**src/sv/tgpg_pkg.sv**
```systemverilog
// Shared types, widths, codes and helper functions of the tensor grid point gather.
// No dependencies; every other file of the block imports this package.

package tgpg_pkg;

   // Fixed field widths of the item and result channels.
   localparam int HwDims    = 4;
   localparam int ModeW     = 2;
   localparam int LinearW   = 32;
   localparam int LocalW    = 8;
   localparam int NodeAddrW = 10;
   localparam int CoordW    = 64;
   localparam int DimW      = 2;

   // Configuration register widths and port geometry.
   localparam int DimCntW   = 3;
   localparam int PointsW   = 9;
   localparam int CsrAddrW  = 5;
   localparam int CsrDataW  = 32;

   // Limits of the grid description.
   localparam int MaxDims         = 4;
   localparam int MaxPointsPerDim = 256;
   localparam int DimsCap   = (MaxDims < HwDims) ? MaxDims : HwDims;
   localparam int PointsMax = (1 << PointsW) - 1;
   localparam int PointsCap = (MaxPointsPerDim > PointsMax) ? PointsMax : MaxPointsPerDim;
   localparam logic [PointsW-1:0] PointsCapW = PointsW'(PointsCap);
   localparam logic [DimCntW-1:0] DimsCapW   = DimCntW'(DimsCap);

   // Running table offset: three dimensions of at most PointsMax points plus a local index.
   localparam int OffsetW   = 12;

   // Shared serial divider geometry.
   localparam int DividendW = 32;
   localparam int DivisorW  = 17;
   localparam int DivCountW = $clog2(DividendW);

   typedef enum logic [ModeW-1:0] {
      MODE_WRITE  = 2'd0,
      MODE_LINEAR = 2'd1,
      MODE_MULTI  = 2'd2,
      MODE_UNUSED = 2'd3
   } mode_type;

   typedef enum logic [2:0] {
      REG_DIMS    = 3'd0,
      REG_POINTS0 = 3'd1,
      REG_POINTS1 = 3'd2,
      REG_POINTS2 = 3'd3,
      REG_POINTS3 = 3'd4
   } reg_index_type;

   typedef struct packed {
      logic                 start;
      logic [DividendW-1:0] dividend;
      logic [DivisorW-1:0]  divisor;
   } div_req_type;

   typedef struct packed {
      logic                 done;
      logic [DividendW-1:0] quotient;
      logic [DivisorW-1:0]  remainder;
   } div_status_type;

   // A point count of zero means one point; counts above the cap saturate.
   function automatic logic [PointsW-1:0] eff_points(input logic [PointsW-1:0] raw);
      logic [PointsW-1:0] p;
      p = raw;
      if (p == '0) p = PointsW'(1);
      if (p > PointsCapW) p = PointsCapW;
      return p;
   endfunction

   // A dimension count of zero means one; counts above the cap saturate.
   function automatic logic [DimCntW-1:0] eff_dims(input logic [DimCntW-1:0] raw);
      logic [DimCntW-1:0] d;
      d = raw;
      if (d == '0) d = DimCntW'(1);
      if (d > DimsCapW) d = DimsCapW;
      return d;
   endfunction

endpackage

```
**src/sv/tgpg_div.sv**
```systemverilog
// Shared restoring divider, one quotient bit per cycle.
// Depends on tgpg_pkg for operand widths and the request/status structs.

module tgpg_div import tgpg_pkg::*; (
   input  logic           clock,
   input  logic           reset,
   input  div_req_type    req,
   output div_status_type status
);

   logic                 busy_ff, busy_in;
   logic                 done_ff, done_in;
   logic [DivCountW-1:0] cnt_ff, cnt_in;
   logic [DividendW-1:0] quo_ff, quo_in;
   logic [DivisorW-1:0]  rem_ff, rem_in;
   logic [DivisorW-1:0]  dsr_ff, dsr_in;
   logic [DivisorW:0]    trial;
   logic [DivisorW:0]    diff;
   logic                 fits;

   assign trial = {rem_ff, quo_ff[DividendW-1]};
   assign diff  = trial - {1'b0, dsr_ff};
   assign fits  = trial >= {1'b0, dsr_ff};

   always_comb begin
      busy_in = busy_ff;
      done_in = 1'b0;
      cnt_in  = cnt_ff;
      quo_in  = quo_ff;
      rem_in  = rem_ff;
      dsr_in  = dsr_ff;
      if (req.start) begin
         busy_in = 1'b1;
         cnt_in  = '0;
         quo_in  = req.dividend;
         rem_in  = '0;
         dsr_in  = req.divisor;
      end else if (busy_ff) begin
         quo_in = {quo_ff[DividendW-2:0], fits};
         rem_in = fits ? diff[DivisorW-1:0] : trial[DivisorW-1:0];
         cnt_in = cnt_ff + DivCountW'(1);
         if (cnt_ff == DivCountW'(DividendW - 1)) begin
            busy_in = 1'b0;
            done_in = 1'b1;
         end
      end
   end

   always_ff @(posedge clock) begin
      if (reset) begin
         busy_ff <= 1'b0;
         done_ff <= 1'b0;
      end else begin
         busy_ff <= busy_in;
         done_ff <= done_in;
      end
   end

   always_ff @(posedge clock) begin
      cnt_ff <= cnt_in;
      quo_ff <= quo_in;
      rem_ff <= rem_in;
      dsr_ff <= dsr_in;
   end

   assign status.done      = done_ff;
   assign status.quotient  = quo_ff;
   assign status.remainder = rem_ff;

endmodule

```
**config.mk**
```make
export PLATFORM = sky130hd
export DESIGN_NAME = tgpg_div
export DESIGN_NICKNAME = d
export VERILOG_FILES = /design/src/sv/tgpg_pkg.sv /design/src/sv/tgpg_div.sv
export SDC_FILE = /design/constraint.sdc
export NUM_CORES = 1
export LEC_CHECK = 0
export ABC_AREA = 1
export BUFFER_PORTS_ARGS = -buffer_cell sky130_fd_sc_hd__buf_2
export CAP_MARGIN = 20
export CORE_UTILIZATION = 44
export DETAILED_ROUTE_END_ITERATION = 10
export GPL_TIMING_DRIVEN = 0
export PLACE_DENSITY = 0.73
export SYNTH_ARGS = -nofsm -noshare
export SYNTH_HDL_FRONTEND = slang
export SYNTH_SLANG_ARGS = --single-unit
```
**constraint.sdc**
```tcl
create_clock -name clock -period 2.7 [get_ports clock]
set_input_delay 0.54 -clock clock [delete_from_list [all_inputs] [get_ports clock]]
set_output_delay 0.54 -clock clock [all_outputs]
set_load 0.01 [all_outputs]
```
Word level (Yosys, flattened, before mapping)
Cells that the tools add are included.
W data, S select, Z words.
Storage, ports and cells
  bits in registers: 73
  input bits: 52
  output and inout port bits: 50
  logic and storage cells: 20
Operators by class
  add/sub/neg operators: 2
  magnitude comparators: 1
  eq/ne operators: 1
  multiplexer cells: 7
  bitwise logic cells: 1
  reductions and logical operators: 2
Operators with widths (count)
  $mux W32: 2
  $ge A18 B17 Y1: 1
  $mux W17: 1
  $sub A17 B17 Y17: 1
  $add A5 B1 Y5 const B: 1
  $eq A5 B5 Y1 const B: 1
  $mux W1: 4
  $reduce_or A3 Y1: 1
  $reduce_bool A2 Y1: 1
  $not A1 Y1: 1

Logic depth before layout (Yosys ltp)
Gate-level depths: netlist of the first run.
  depth in word-level cells: 4
  depth in mapped cells: 15
  gate-level depth less buffers: 14

Least setup slack after synthesis of the first run
No wires, ideal clock.
  kind: flip-flop to flip-flop
  from: reg quo_ff[31]
  to: reg quo_ff[0] (data pin)
  library setup time: 0.261 ns
  arrival: 1.728 ns
  data required time: 2.439 ns
  setup slack: 0.711 ns
  cell stages (with the launch flop): 11
  path buffers: 2
  period minus slack after synthesis: 1.989 ns
  path through: edfxtp_1 > inv_1 > ha_1 > inv_1 > fa_1 > nand3_1 > nand3_2 > nand2_2 > buf_4 > buf_6 > a31oi_1
Between the ends
  longest elaborated chain between the ends: 3
Ends and longest elaborated chain
  from (decl): line tgpg_div.sv:14  | logic [DividendW-1:0] quo_ff, quo_in;
  from (signal assigned): line tgpg_div.sv:61  | quo_ff <= quo_in;
  $ge A18 B17 Y1: line tgpg_div.sv:23  | assign fits = trial >= {1'b0, dsr_ff};
  $mux W32: line tgpg_div.sv:38  | end else if (busy_ff) begin
  $mux W32: line tgpg_div.sv:32  | if (req.start) begin
  via quo_in[0]: line tgpg_div.sv:14
The timed path passes the listed nets, and every way through them passes these cells. The select of a mux whose other input is x is not followed.
A chain may end at the register's enable or synchronous reset.

Worst setup path after layout of the first run
Same ends and word-level chain as after synthesis.

==> qor.log, run 1 <==
qor: sta.final-hold-violation-count 0
qor: die.floorplan.initialDensity 46.2%
qor: global_routing.first_global_vias 3493
qor: synth.post_synth.cell_area_avg 7.76 sq um
qor: synth.post-synth-top-area-cell edfxtp_1
qor: synth.yosys_register_bits 73
qor: detailed_routing.first_iter_violations 159
qor: worst_setup_path.required 2.81 ns
qor: cells_and_area.area_growth_syn_to_layout 20.9%
qor: power_and_ir_drop.switchingPower 0.715 mW
qor: power_and_ir_drop.power.share.combinational 14.2%
qor: cells_and_area.drive_above_1_share 21.1%
qor: synth.yosysWarnings 0
qor: global_routing.globalRoute.totalOverflow 0
qor: die.chipHeight 98.4 um
qor: global_routing.grt_first_pass_wirelength 15700 um
qor: synth.synth_flop_cell edfxtp_1
qor: power_and_ir_drop.pwr_dens 503 nW/um^2
qor: power_and_ir_drop.leakage_power_summed_over_all_cells 2.66 nW
qor: detailed_routing.remaining_drc_errors 9
qor: cells_and_area.layout.area.seq 1950 sq um
qor: die.fp.dieArea 9680 sq um
qor: sta.timing.max_slew.rel_slack 54.9%
qor: cts.ctsHoldBuffers 0
qor: sta.rsz_0062_raised_after_global_routing false
qor: global_routing.pin_count_of_the_biggest_net_entering_global_routing 25
qor: synth.post_synth_inst_count 527
qor: synth.synth_cell_type_count 30
qor: cts.cts_tree built
qor: place.gp_congestion 0.890
qor: sta.post-route-min-period 2.17 ns
qor: synth.synth_enable_flop_cells 49
qor: worst_setup_path.critPathLaunchType register
qor: synth.synthArstFlopShare 0%
qor: outcome.outcome finished, violations left
qor: sta.clock.fmax 0.461 GHz
qor: synth.syn_area 4090 sq um
qor: detailed_routing.drt-total-wl 9490 um
qor: synth.synth.net_count 599
qor: sta.report.final.slew_viol_count 0
qor: die.total_number_of_placement_rows 34
qor: cts.tritoncts.num_buffers 9
qor: worst_setup_path.worst_setup_path_end_kind register
qor: flow_run.maxCapViolCount 0
qor: power_and_ir_drop.internal_power 1.77 mW
qor: worst_setup_path.path_max_fanout 10
qor: worst_setup_path.cp.arrival 2.28 ns
qor: detailed_routing.vias 3659
qor: outcome.violations design-rule violations
qor: sta.period_share 80.4%
qor: global_routing.grt_antenna_before_repair 0
qor: synth.commonest_cells_in_the_synthesized_netlist nand2_1, inv_1, edfxtp_1, nand3_1, dfxtp_1
qor: power_and_ir_drop.vdd.ir_drop.worst 0.255 mV
qor: synth.synthDominantCellAreaShare 36.0%
qor: sta.min_setup_slack_post_route 0.529 ns
qor: worst_setup_path.critical_path_class reg -> reg
qor: cts.clkSlewWorstSetupHoldPaths 0.08 ns
qor: global_routing.grt.total_usage 20.4%
qor: cts.cts_root_buf clkbuf_8
qor: detailed_routing.routedWlPerCell 12.6 um
qor: sta.tightestPinTransition 0.675 ns
qor: cts.cts_buffer_depth 2
qor: die.coreArea 8850 sq um
qor: detailed_routing.avgViaCountPerCell 4.86
qor: detailed_routing.postRouteAntennaNets 0
qor: power_and_ir_drop.sw_frac_of_total 28.8%
qor: cts.post_cts_buffers 0
qor: place.dp_hpwl 7070 um
qor: synth.synthMostInstantiatedCell nand2_1
qor: cells_and_area.multi_input_area 1750 sq um
qor: die.floorplan.die.width 98.4 um
qor: cts.post_cts_resize_count 0
qor: place.placement.io_buffers 101
qor: hold_path.hp-class in -> reg
qor: power_and_ir_drop.sequentialPowerShare 53.0%
qor: synth.sequential_share_of_the_synthesized_area 47.7%
qor: cells_and_area.final_nets 712
qor: sta.setup_viol 0
qor: sta.clock-skew-final 0.0109 ns
qor: synth.synthTopCellsByArea edfxtp_1, nand2_1, dfxtp_1
qor: sta.whs 0.356 ns
qor: cts.clkLatencyLatePin 0.36 ns
qor: power_and_ir_drop.power_frac_clock 32.8%
qor: cts.cts-htree-levels 3
qor: cells_and_area.num_antenna_cells 0
qor: cts.cts.sinks 73
qor: die.ios 102
qor: cells_and_area.n_fill_cell 845
qor: place.detailedPlace.worstSlack 0.251 ns
qor: detailed_routing.pre_antenna_drt_iters 10
## layout make-up
cell class	count	area share [%]
multi-input combinational	360	35.4
sequential	73	39.5
timing repair buffer	102	10.8
tap	108	2.73
inverter	79	6.00
buffer	15	1.87
clock buffer	9	2.51
clock inverter	7	1.24
## logic make-up after synthesis
logic type / after synthesis / synth area share (%)
compound gates: 29 / 3.92
buf+inv: 94 / 9.52
xor+xnor: 6 / 1.29
simple gates: 305 / 31.2
fa+ha+maj: 20 / 6.30
flops: 73 / 47.7
## sequential cells by signal, indices dropped and copies added (netlist names)
name     cells
busy_ff      1
cnt_ff       5
done_ff      1
dsr_ff      17
quo_ff      32
rem_ff      17
## stage by stage
| step | instance area, sq um | power [mW] | setup TNS, ns | util, % | std cells |
|---|---|---|---|---|---|
| after floorplan | 4090 | 1.55 | 0 | - | 527 |
| after global placement | 4730 | 1.68 | -3.15 | 53.5 | 736 |
| after detailed placement | 4760 | 1.70 | 0 | 53.8 | 737 |
| after CTS | 4940 | 2.51 | 0 | 55.9 | 753 |
| after global routing | 4940 | 2.60 | 0 | 55.9 | 753 |
| final | 4940 | 2.49 | 0 | 55.9 | 753 |
## power groups by stage
stage | Sequential [mW] | Clock, mW | Combinational [mW]
after detailed placement | 1.34 | 0 | 0.352
after CTS | 1.32 | 0.839 | 0.355
final | 1.32 | 0.816 | 0.352
after global placement | 1.34 | 0 | 0.337
after floorplan | 1.37 | 0 | 0.179
after global routing | 1.33 | 0.875 | 0.398
## worst max-delay path: stages, from the launching register on
cell	delay, ns
edfxtp_1	0.40
inv_1	0.10
ha_1	0.15
inv_1	0.07
fa_1	0.42
nand3_1	0.12
nand3_2	0.13
nand2_2	0.09
buf_4	0.18
buf_6	0.18
a31oi_1	0.09
## layout by cell type, fill, tap and decap left out, drive strengths merged
master	n
inv	82
a22o	2
nor2	21
a211oi	1
dfxtp	24
nand3b	7
xnor2	6
fa	1
o21a	1
nor3	4
o21ai	11
edfxtp	49
clkinv	2
buf	110
nand2	218
nand4	3
nand3	50
clkinvlp	2
ha	19
nor3b	1
and2	1
clkbuf	16
a21oi	12
a31oi	2
## path summary, 6_finish.rpt
path	slack, ns	to	cells after the start	startpoint
worst max-delay path	0.53	quo_ff[0]	10	quo_ff[31]
worst min-delay path	0.36	dsr_ff[2]	1	req[2]
worst max register to register	0.53	quo_ff[0]	10	quo_ff[31]
worst min register to register	0.49	rem_ff[15]	2	rem_ff[15]
## per-layer routing
metal | GRT usage, % | routed length [um] | part of all wire [%] | vias up
li1 | - | - | - | 1900
met1 | 25.3 | 4230 | 45 | 1633
met2 | 35.6 | 4620 | 49 | 117
met3 | 4.08 | 553 | 5.8 | 9
met4 | 7.12 | 87 | 0.92 | 0
met5 | 0 | 0 | 0 | -
No activity file was read; power rests on OpenSTA's default activity.
==> inputs of run 2 (changes only) <==
--- a/config.mk
+++ b/config.mk
@@ -11,7 +11,7 @@
 export CORE_UTILIZATION = 44
 export DETAILED_ROUTE_END_ITERATION = 10
 export GPL_TIMING_DRIVEN = 0
-export PLACE_DENSITY = 0.73
+export PLACE_DENSITY = 0.76
 export SYNTH_ARGS = -nofsm -noshare
 export SYNTH_HDL_FRONTEND = slang
 export SYNTH_SLANG_ARGS = --single-unit
==> constraint.sdc (replaced) <==
create_clock -name clock -period 1.9 [get_ports clock]
set_input_delay 0.38 -clock clock [delete_from_list [all_inputs] [get_ports clock]]
set_output_delay 0.38 -clock clock [all_outputs]
set_load 0.01 [all_outputs]
==> run 2 against run 1 <==
Net effect: the flow finishes with violations (negative setup slack); setup slack got worse by 0.61 ns; non-clock buffer count rose by 23; count of clock-buffer cells in the layout did not move; combinational power rose by 80%; total power rose by 52%; final area rose by 14%; critical path type unchanged; highest routed layer unchanged.
==> qor.log, run 2 (synthesis results as in run 1) <==
qor: outcome.outcome finished, violations left
qor: outcome.violations negative setup slack
qor: cts.tritoncts.num_buffers 9
qor: detailed_routing.avgViaCountPerCell 5.04
qor: cells_and_area.final_nets 735
qor: cells_and_area.drive_above_1_share 32.5%
qor: power_and_ir_drop.power_frac_clock 33.7%
qor: cts.cts.sinks 73
qor: global_routing.globalRoute.totalOverflow 0
qor: sta.timing.max_slew.rel_slack 59.7%
qor: sta.period_share 105%
qor: cts.cts-htree-levels 3
qor: cells_and_area.num_antenna_cells 0
qor: sta.setup_viol 17
qor: cts.cts_root_buf clkbuf_8
qor: sta.clock-skew-final 0.0135 ns
qor: die.chipHeight 98.4 um
qor: power_and_ir_drop.internal_power 2.71 mW
qor: worst_setup_path.critPathLaunchType register
qor: sta.whs 0.179 ns
qor: cells_and_area.final_cell_count_no_fill 776
qor: cells_and_area.flip_flop_count_of_the_largest_register_after_layout 32
qor: detailed_routing.routedWlPerCell 14.8 um
qor: die.floorplan.initialDensity 46.2%
qor: detailed_routing.drt-total-wl 11500 um
qor: die.fp.dieArea 9680 sq um
qor: die.ios 102
qor: detailed_routing.remaining_drc_errors 0
qor: place.placement.io_buffers 101
qor: detailed_routing.postRouteAntennaNets 0
qor: power_and_ir_drop.leakage_power_summed_over_all_cells 2.84 nW
qor: worst_setup_path.worst_setup_path_end_kind register
qor: cts.clkLatencyLatePin 0.37 ns
qor: worst_setup_path.required 2.21 ns
qor: sta.min_setup_slack_post_route -0.0858 ns
qor: power_and_ir_drop.vdd.ir_drop.worst 0.357 mV
qor: place.gp_congestion 0.973
qor: cells_and_area.top_regs quo_ff (32), dsr_ff (17), rem_ff (17)
qor: global_routing.grt_antenna_before_repair 0
qor: sta.post-route-min-period 1.99 ns
qor: cells_and_area.registers.top_by_ff_count quo_ff
qor: place.cell_total_after_placement 737
qor: worst_setup_path.critical_path_class reg -> reg
qor: cells_and_area.final_core_util 63.6%
qor: power_and_ir_drop.sequentialPowerShare 49.6%
qor: sta.report.final.slew_viol_count 0
qor: die.floorplan.die.width 98.4 um
qor: cts.clkSlewWorstSetupHoldPaths 0.09 ns
qor: die.total_number_of_placement_rows 34
qor: flow_run.maxCapViolCount 0
qor: die.coreArea 8850 sq um
qor: power_and_ir_drop.pwr_dens 673 nW/um^2
qor: cts.ctsHoldBuffers 0
qor: cells_and_area.layout_common_cells nand2_1, buf_2, inv_1
qor: sta.clock.fmax 0.504 GHz
qor: power_and_ir_drop.power.total 3.79 mW
qor: global_routing.grt.total_usage 23.6%
qor: sta.totalNegativeSetupSlack -0.779 ns
qor: power_and_ir_drop.switchingPower 1.08 mW
qor: place.detailedPlace.worstSlack -0.511 ns
qor: global_routing.first_global_vias 3798
qor: place.dp_hpwl 7510 um
qor: worst_setup_path.path_max_fanout 6
qor: sta.final-hold-violation-count 0
qor: detailed_routing.vias 3913
qor: power_and_ir_drop.sw_frac_of_total 28.4%
qor: place.dpl_cell_area 4780 sq um
qor: cts.cts_tree built
qor: global_routing.grt_first_pass_wirelength 17700 um
qor: cells_and_area.final_common_cell nand2_1
qor: cells_and_area.finalInstanceArea 5630 sq um
qor: cells_and_area.n_fill_cell 733
qor: detailed_routing.pre_antenna_drt_iters 9
qor: hold_path.hp-class in -> reg
qor: power_and_ir_drop.power.share.combinational 16.7%
qor: worst_setup_path.cp.arrival 2.29 ns
qor: sta.tightestPinTransition 0.604 ns
qor: cells_and_area.area_growth_syn_to_layout 37.6%
qor: cts.cts_buffer_depth 2
qor: global_routing.pin_count_of_the_biggest_net_entering_global_routing 22
qor: detailed_routing.first_iter_violations 235
qor: sta.rsz_0062_raised_after_global_routing true
==> run 2: critical path: stages (launching register included) <==
cell       delay, ns
edfxtp_1        0.40
inv_2           0.09
ha_4            0.13
inv_4           0.04
fa_2            0.40
nand3_2         0.10
nand3_4         0.08
nand2_4         0.11
buf_6           0.12
nand2_8         0.07
clkbuf_16       0.16
nand2_1         0.06
nand3_1         0.09
nand2_1         0.08
==> run 2: timing repair <==
item | 4_1_cts | 5_1_grt
cloned | 2 | 1
buffers inserted | 10 | 11
pin swaps | 3 | 27
resized for setup | 33 | 50
endpoints found under the setup margin | 37 | 18
==> run 2: final timing paths <==
kind,slack (ns),end,cells after the start,from
setup / recovery,-0.09,rem_ff[6],13,quo_ff[31]
hold / removal,0.18,dsr_ff[8],1,req[8]
setup reg to reg,-0.09,rem_ff[6],13,quo_ff[31]
hold reg to reg,0.50,rem_ff[16],2,rem_ff[16]
==> run 2: final cells by class <==
| cell class | count | area [sq um] | area share, % |
|---|---|---|---|
| repair buffers | 125 | 774 | 13.8 |
| well taps | 108 | 135 | 2.40 |
| clock buffers | 9 | 124 | 2.20 |
| inverters | 79 | 303 | 5.38 |
| flip-flops and latches | 73 | 1950 | 34.7 |
| multi-input cells | 360 | 2150 | 38.2 |
| clock inverters | 7 | 77.6 | 1.38 |
| plain buffers | 15 | 115 | 2.05 |
==> run 2: power by group through the flow <==
stage | logic (mW) | clock network (mW) | registers, mW
3_3_place_gp | 0.489 | 0 | 1.91
2_1_floorplan | 0.259 | 0 | 1.94
6_report | 0.633 | 1.28 | 1.88
4_1_cts | 0.577 | 1.31 | 1.88
5_1_grt | 0.700 | 1.36 | 1.89
3_5_place_dp | 0.512 | 0 | 1.91
==> run 2: routing by layer <==
metal / part of all wire (%) / wire, um / GRT usage, %
met2: 50 / 5770 / 41.0
met1: 42 / 4790 / 28.4
met3: 5.2 / 598 / 5.23
met5: 0 / 0 / 0
met4: 2.8 / 316 / 9.53
==> inputs of run 3 (changes only) <==
--- a/config.mk
+++ b/config.mk
@@ -8,10 +8,10 @@
 export ABC_AREA = 1
 export BUFFER_PORTS_ARGS = -buffer_cell sky130_fd_sc_hd__buf_2
 export CAP_MARGIN = 20
-export CORE_UTILIZATION = 44
+export CORE_UTILIZATION = 48
 export DETAILED_ROUTE_END_ITERATION = 10
 export GPL_TIMING_DRIVEN = 0
-export PLACE_DENSITY = 0.76
+export PLACE_DENSITY = 0.81
 export SYNTH_ARGS = -nofsm -noshare
 export SYNTH_HDL_FRONTEND = slang
 export SYNTH_SLANG_ARGS = --single-unit
==> run 3 against run 2 <==
Net effect: count of clock-buffer cells in the layout stayed put; the run still ends with negative setup slack left; final area is 1.2% lower; first-iteration DRC count is 130% higher; largest power group unchanged; maximum frequency is 0.64% lower; sequential share of layout area is 0.50 points higher; highest routed layer unchanged.
==> qor.log, run 3 (synthesis results as in run 1) <==
qor: sta.min_setup_slack_post_route -0.0987 ns
qor: place.gp_congestion 0.988
qor: die.coreArea 8220 sq um
qor: cells_and_area.area_growth_syn_to_layout 36.0%
qor: cells_and_area.layout_common_cells nand2_1, buf_2, inv_1
qor: worst_setup_path.slowest_cell_delay_on_critical_path 0.42 ns
qor: cts.cts_tree built
qor: power_and_ir_drop.pwr_dens 682 nW/um^2
qor: detailed_routing.pre_antenna_drt_iters 5
qor: global_routing.globalRoute.totalOverflow 0
qor: worst_setup_path.path_delay_family adder cells
qor: die.chipHeight 94.3 um
qor: worst_setup_path.worst_setup_path_end_kind register
qor: worst_setup_path.critPathLaunchType register
qor: worst_setup_path.r2r-end quo_ff[0]
qor: sta.setup_viol 16
qor: worst_setup_path.reg2reg_slack -0.1 ns
qor: hold_path.hp-class in -> reg
qor: sta.rsz_0062_raised_after_global_routing true
qor: detailed_routing.first_iter_violations 540
qor: die.total_number_of_placement_rows 33
qor: detailed_routing.vias 4095
qor: die.floorplan.initialDensity 49.8%
qor: cells_and_area.final_core_util 67.7%
qor: place.cell_total_after_placement 734
qor: sta.period_share 105%
qor: detailed_routing.routedWlPerCell 15.5 um
qor: worst_setup_path.critical_path_class reg -> reg
qor: cts.clkLatencyLatePin 0.36 ns
qor: place.placement.io_buffers 101
qor: cts.ctsHoldBuffers 0
qor: outcome.outcome finished, violations left
qor: detailed_routing.drt-total-wl 11900 um
qor: cts.tritoncts.num_buffers 9
qor: sta.totalNegativeSetupSlack -1.02 ns
qor: sta.whs 0.191 ns
qor: sta.post-route-min-period 2.00 ns
qor: detailed_routing.avgViaCountPerCell 5.32
qor: worst_setup_path.crit_chain inv_2 > ha_4 > inv_4 > fa_2 > nand3_2 > nand3_4 > nand2_4 > buf_8 > clkbuf_16 > a31oi_4
qor: worst_setup_path.cp.arrival 2.10 ns
qor: cts.cts_root_buf clkbuf_8
qor: hold_path.beginning_of_the_worst_hold_path req[13]
qor: power_and_ir_drop.leakage_power_summed_over_all_cells 2.86 nW
qor: sta.tightestPinTransition 0.602 ns
qor: global_routing.first_global_vias 3471
qor: die.ios 102
qor: cells_and_area.top_regs quo_ff (32), dsr_ff (17), rem_ff (17)
qor: detailed_routing.remaining_drc_errors 0
qor: flow_run.maxCapViolCount 0
qor: sta.clock-skew-final 0.0108 ns
qor: place.dp_hpwl 7160 um
qor: hold_path.worstHoldPathCells 1
qor: cells_and_area.final_cell_count_no_fill 770
qor: global_routing.grt_first_pass_wirelength 16200 um
qor: die.fp.dieArea 8890 sq um
qor: sta.final-hold-violation-count 0
qor: cts.cts.sinks 73
qor: outcome.violations negative setup slack
qor: detailed_routing.postRouteAntennaNets 0
qor: cells_and_area.final_common_cell nand2_1
qor: cts.clkSlewWorstSetupHoldPaths 0.08 ns
qor: global_routing.pin_count_of_the_biggest_net_entering_global_routing 26
qor: sta.clock.fmax 0.500 GHz
qor: cells_and_area.drive_above_1_share 33.2%
qor: cells_and_area.finalInstanceArea 5560 sq um
qor: worst_setup_path.path_max_fanout 6
qor: cells_and_area.registers.top_by_ff_count quo_ff
qor: cts.cts_buffer_depth 2
qor: cts.cts-htree-levels 3
qor: worst_setup_path.critPathBufInv 4
qor: cells_and_area.flip_flop_count_of_the_largest_register_after_layout 32
qor: hold_path.min_delay_worst_endpoint dsr_ff[13]
qor: cells_and_area.final_nets 732
qor: sta.timing.max_slew.rel_slack 59.7%
qor: global_routing.grt.total_usage 23.8%
qor: global_routing.grt_antenna_before_repair 0
qor: worst_setup_path.worst_r2r_startpoint quo_ff[31]
qor: worst_setup_path.required 2.01 ns
qor: power_and_ir_drop.vdd.ir_drop.worst 0.576 mV
qor: worst_setup_path.timing.critical_path.slowest_stage_cell edfxtp_1
qor: worst_setup_path.worst_r2r_path_depth 10
qor: place.dpl_cell_area 4770 sq um
qor: die.floorplan.die.width 94.3 um
qor: sta.report.final.slew_viol_count 0
qor: cells_and_area.num_antenna_cells 0
[run 3: cell types whose count changed in the layout (fill, tap and decap cells not counted), sizes merged]
cell	before	now
buf	130	128
clkbuf	19	18
inv	80	78
clkinv	3	5
[run 3: area by class of cell]
type | count | area, sq um
repair buffers | 122 | 726
clock buffers | 9 | 124
clock inverters | 7 | 80.1
flip-flops and latches | 73 | 1960
inverters | 79 | 303
well taps | 105 | 131
plain buffers | 15 | 115
fillers | 589 | 2660
multi-input cells | 360 | 2130
[run 3: metal layers]
metal,vias to the layer above,global-route usage (%),wire length [um],share of wire (%)
met5,-,0,0,0
met4,0,10.9,329,2.8
met3,39,4.69,1050,8.8
met2,215,37.4,5860,49
met1,1893,31.3,4680,39
li1,1948,-,-,-
[run 3: through the flow]
step / total power [mW] / setup WS (ns)
floorplan: 2.20 / -0.00340
global placement: 2.39 / -0.778
detailed placement: 2.42 / -0.399
CTS: 3.70 / -0.0455
global route: 3.93 / -0.162
finish: 3.80 / -0.0987
[run 3: where the power goes]
| group | internal [mW] | switching [mW] | leakage, nW |
|---|---|---|---|
| Clock | 0.619 | 0.646 | 0.101 |
| Sequential | 1.82 | 0.0576 | 0.691 |
| Combinational | 0.272 | 0.376 | 2.07 |
[run 3: how the worst max path moves through the flow]
stage	cells past startpoint	startpoint	endpoint
detailed placement	5	req[49]	quo_ff[13]
finish	10	quo_ff[31]	quo_ff[0]
floorplan	10	quo_ff[31]	quo_ff[0]
global route	14	quo_ff[31]	rem_ff[14]
CTS	12	quo_ff[31]	rem_ff[16]
global placement	4	req[49]	quo_ff[14]
[run 3: what timing repair did]
action | CTS | global route
buffers inserted | 3 | 13
setup endpoints to repair | 19 | 18
pin swaps | 2 | 28
gates cloned | 1 | 3
resized for setup | 27 | 63
[run 3: worst register-to-register path, cell delays in order (launching register included)]
cell,delay [ns]
edfxtp_1,0.42
inv_2,0.10
ha_4,0.14
inv_4,0.04
fa_2,0.39
nand3_2,0.10
nand3_4,0.08
nand2_4,0.11
buf_8,0.15
clkbuf_16,0.16
a31oi_4,0.07
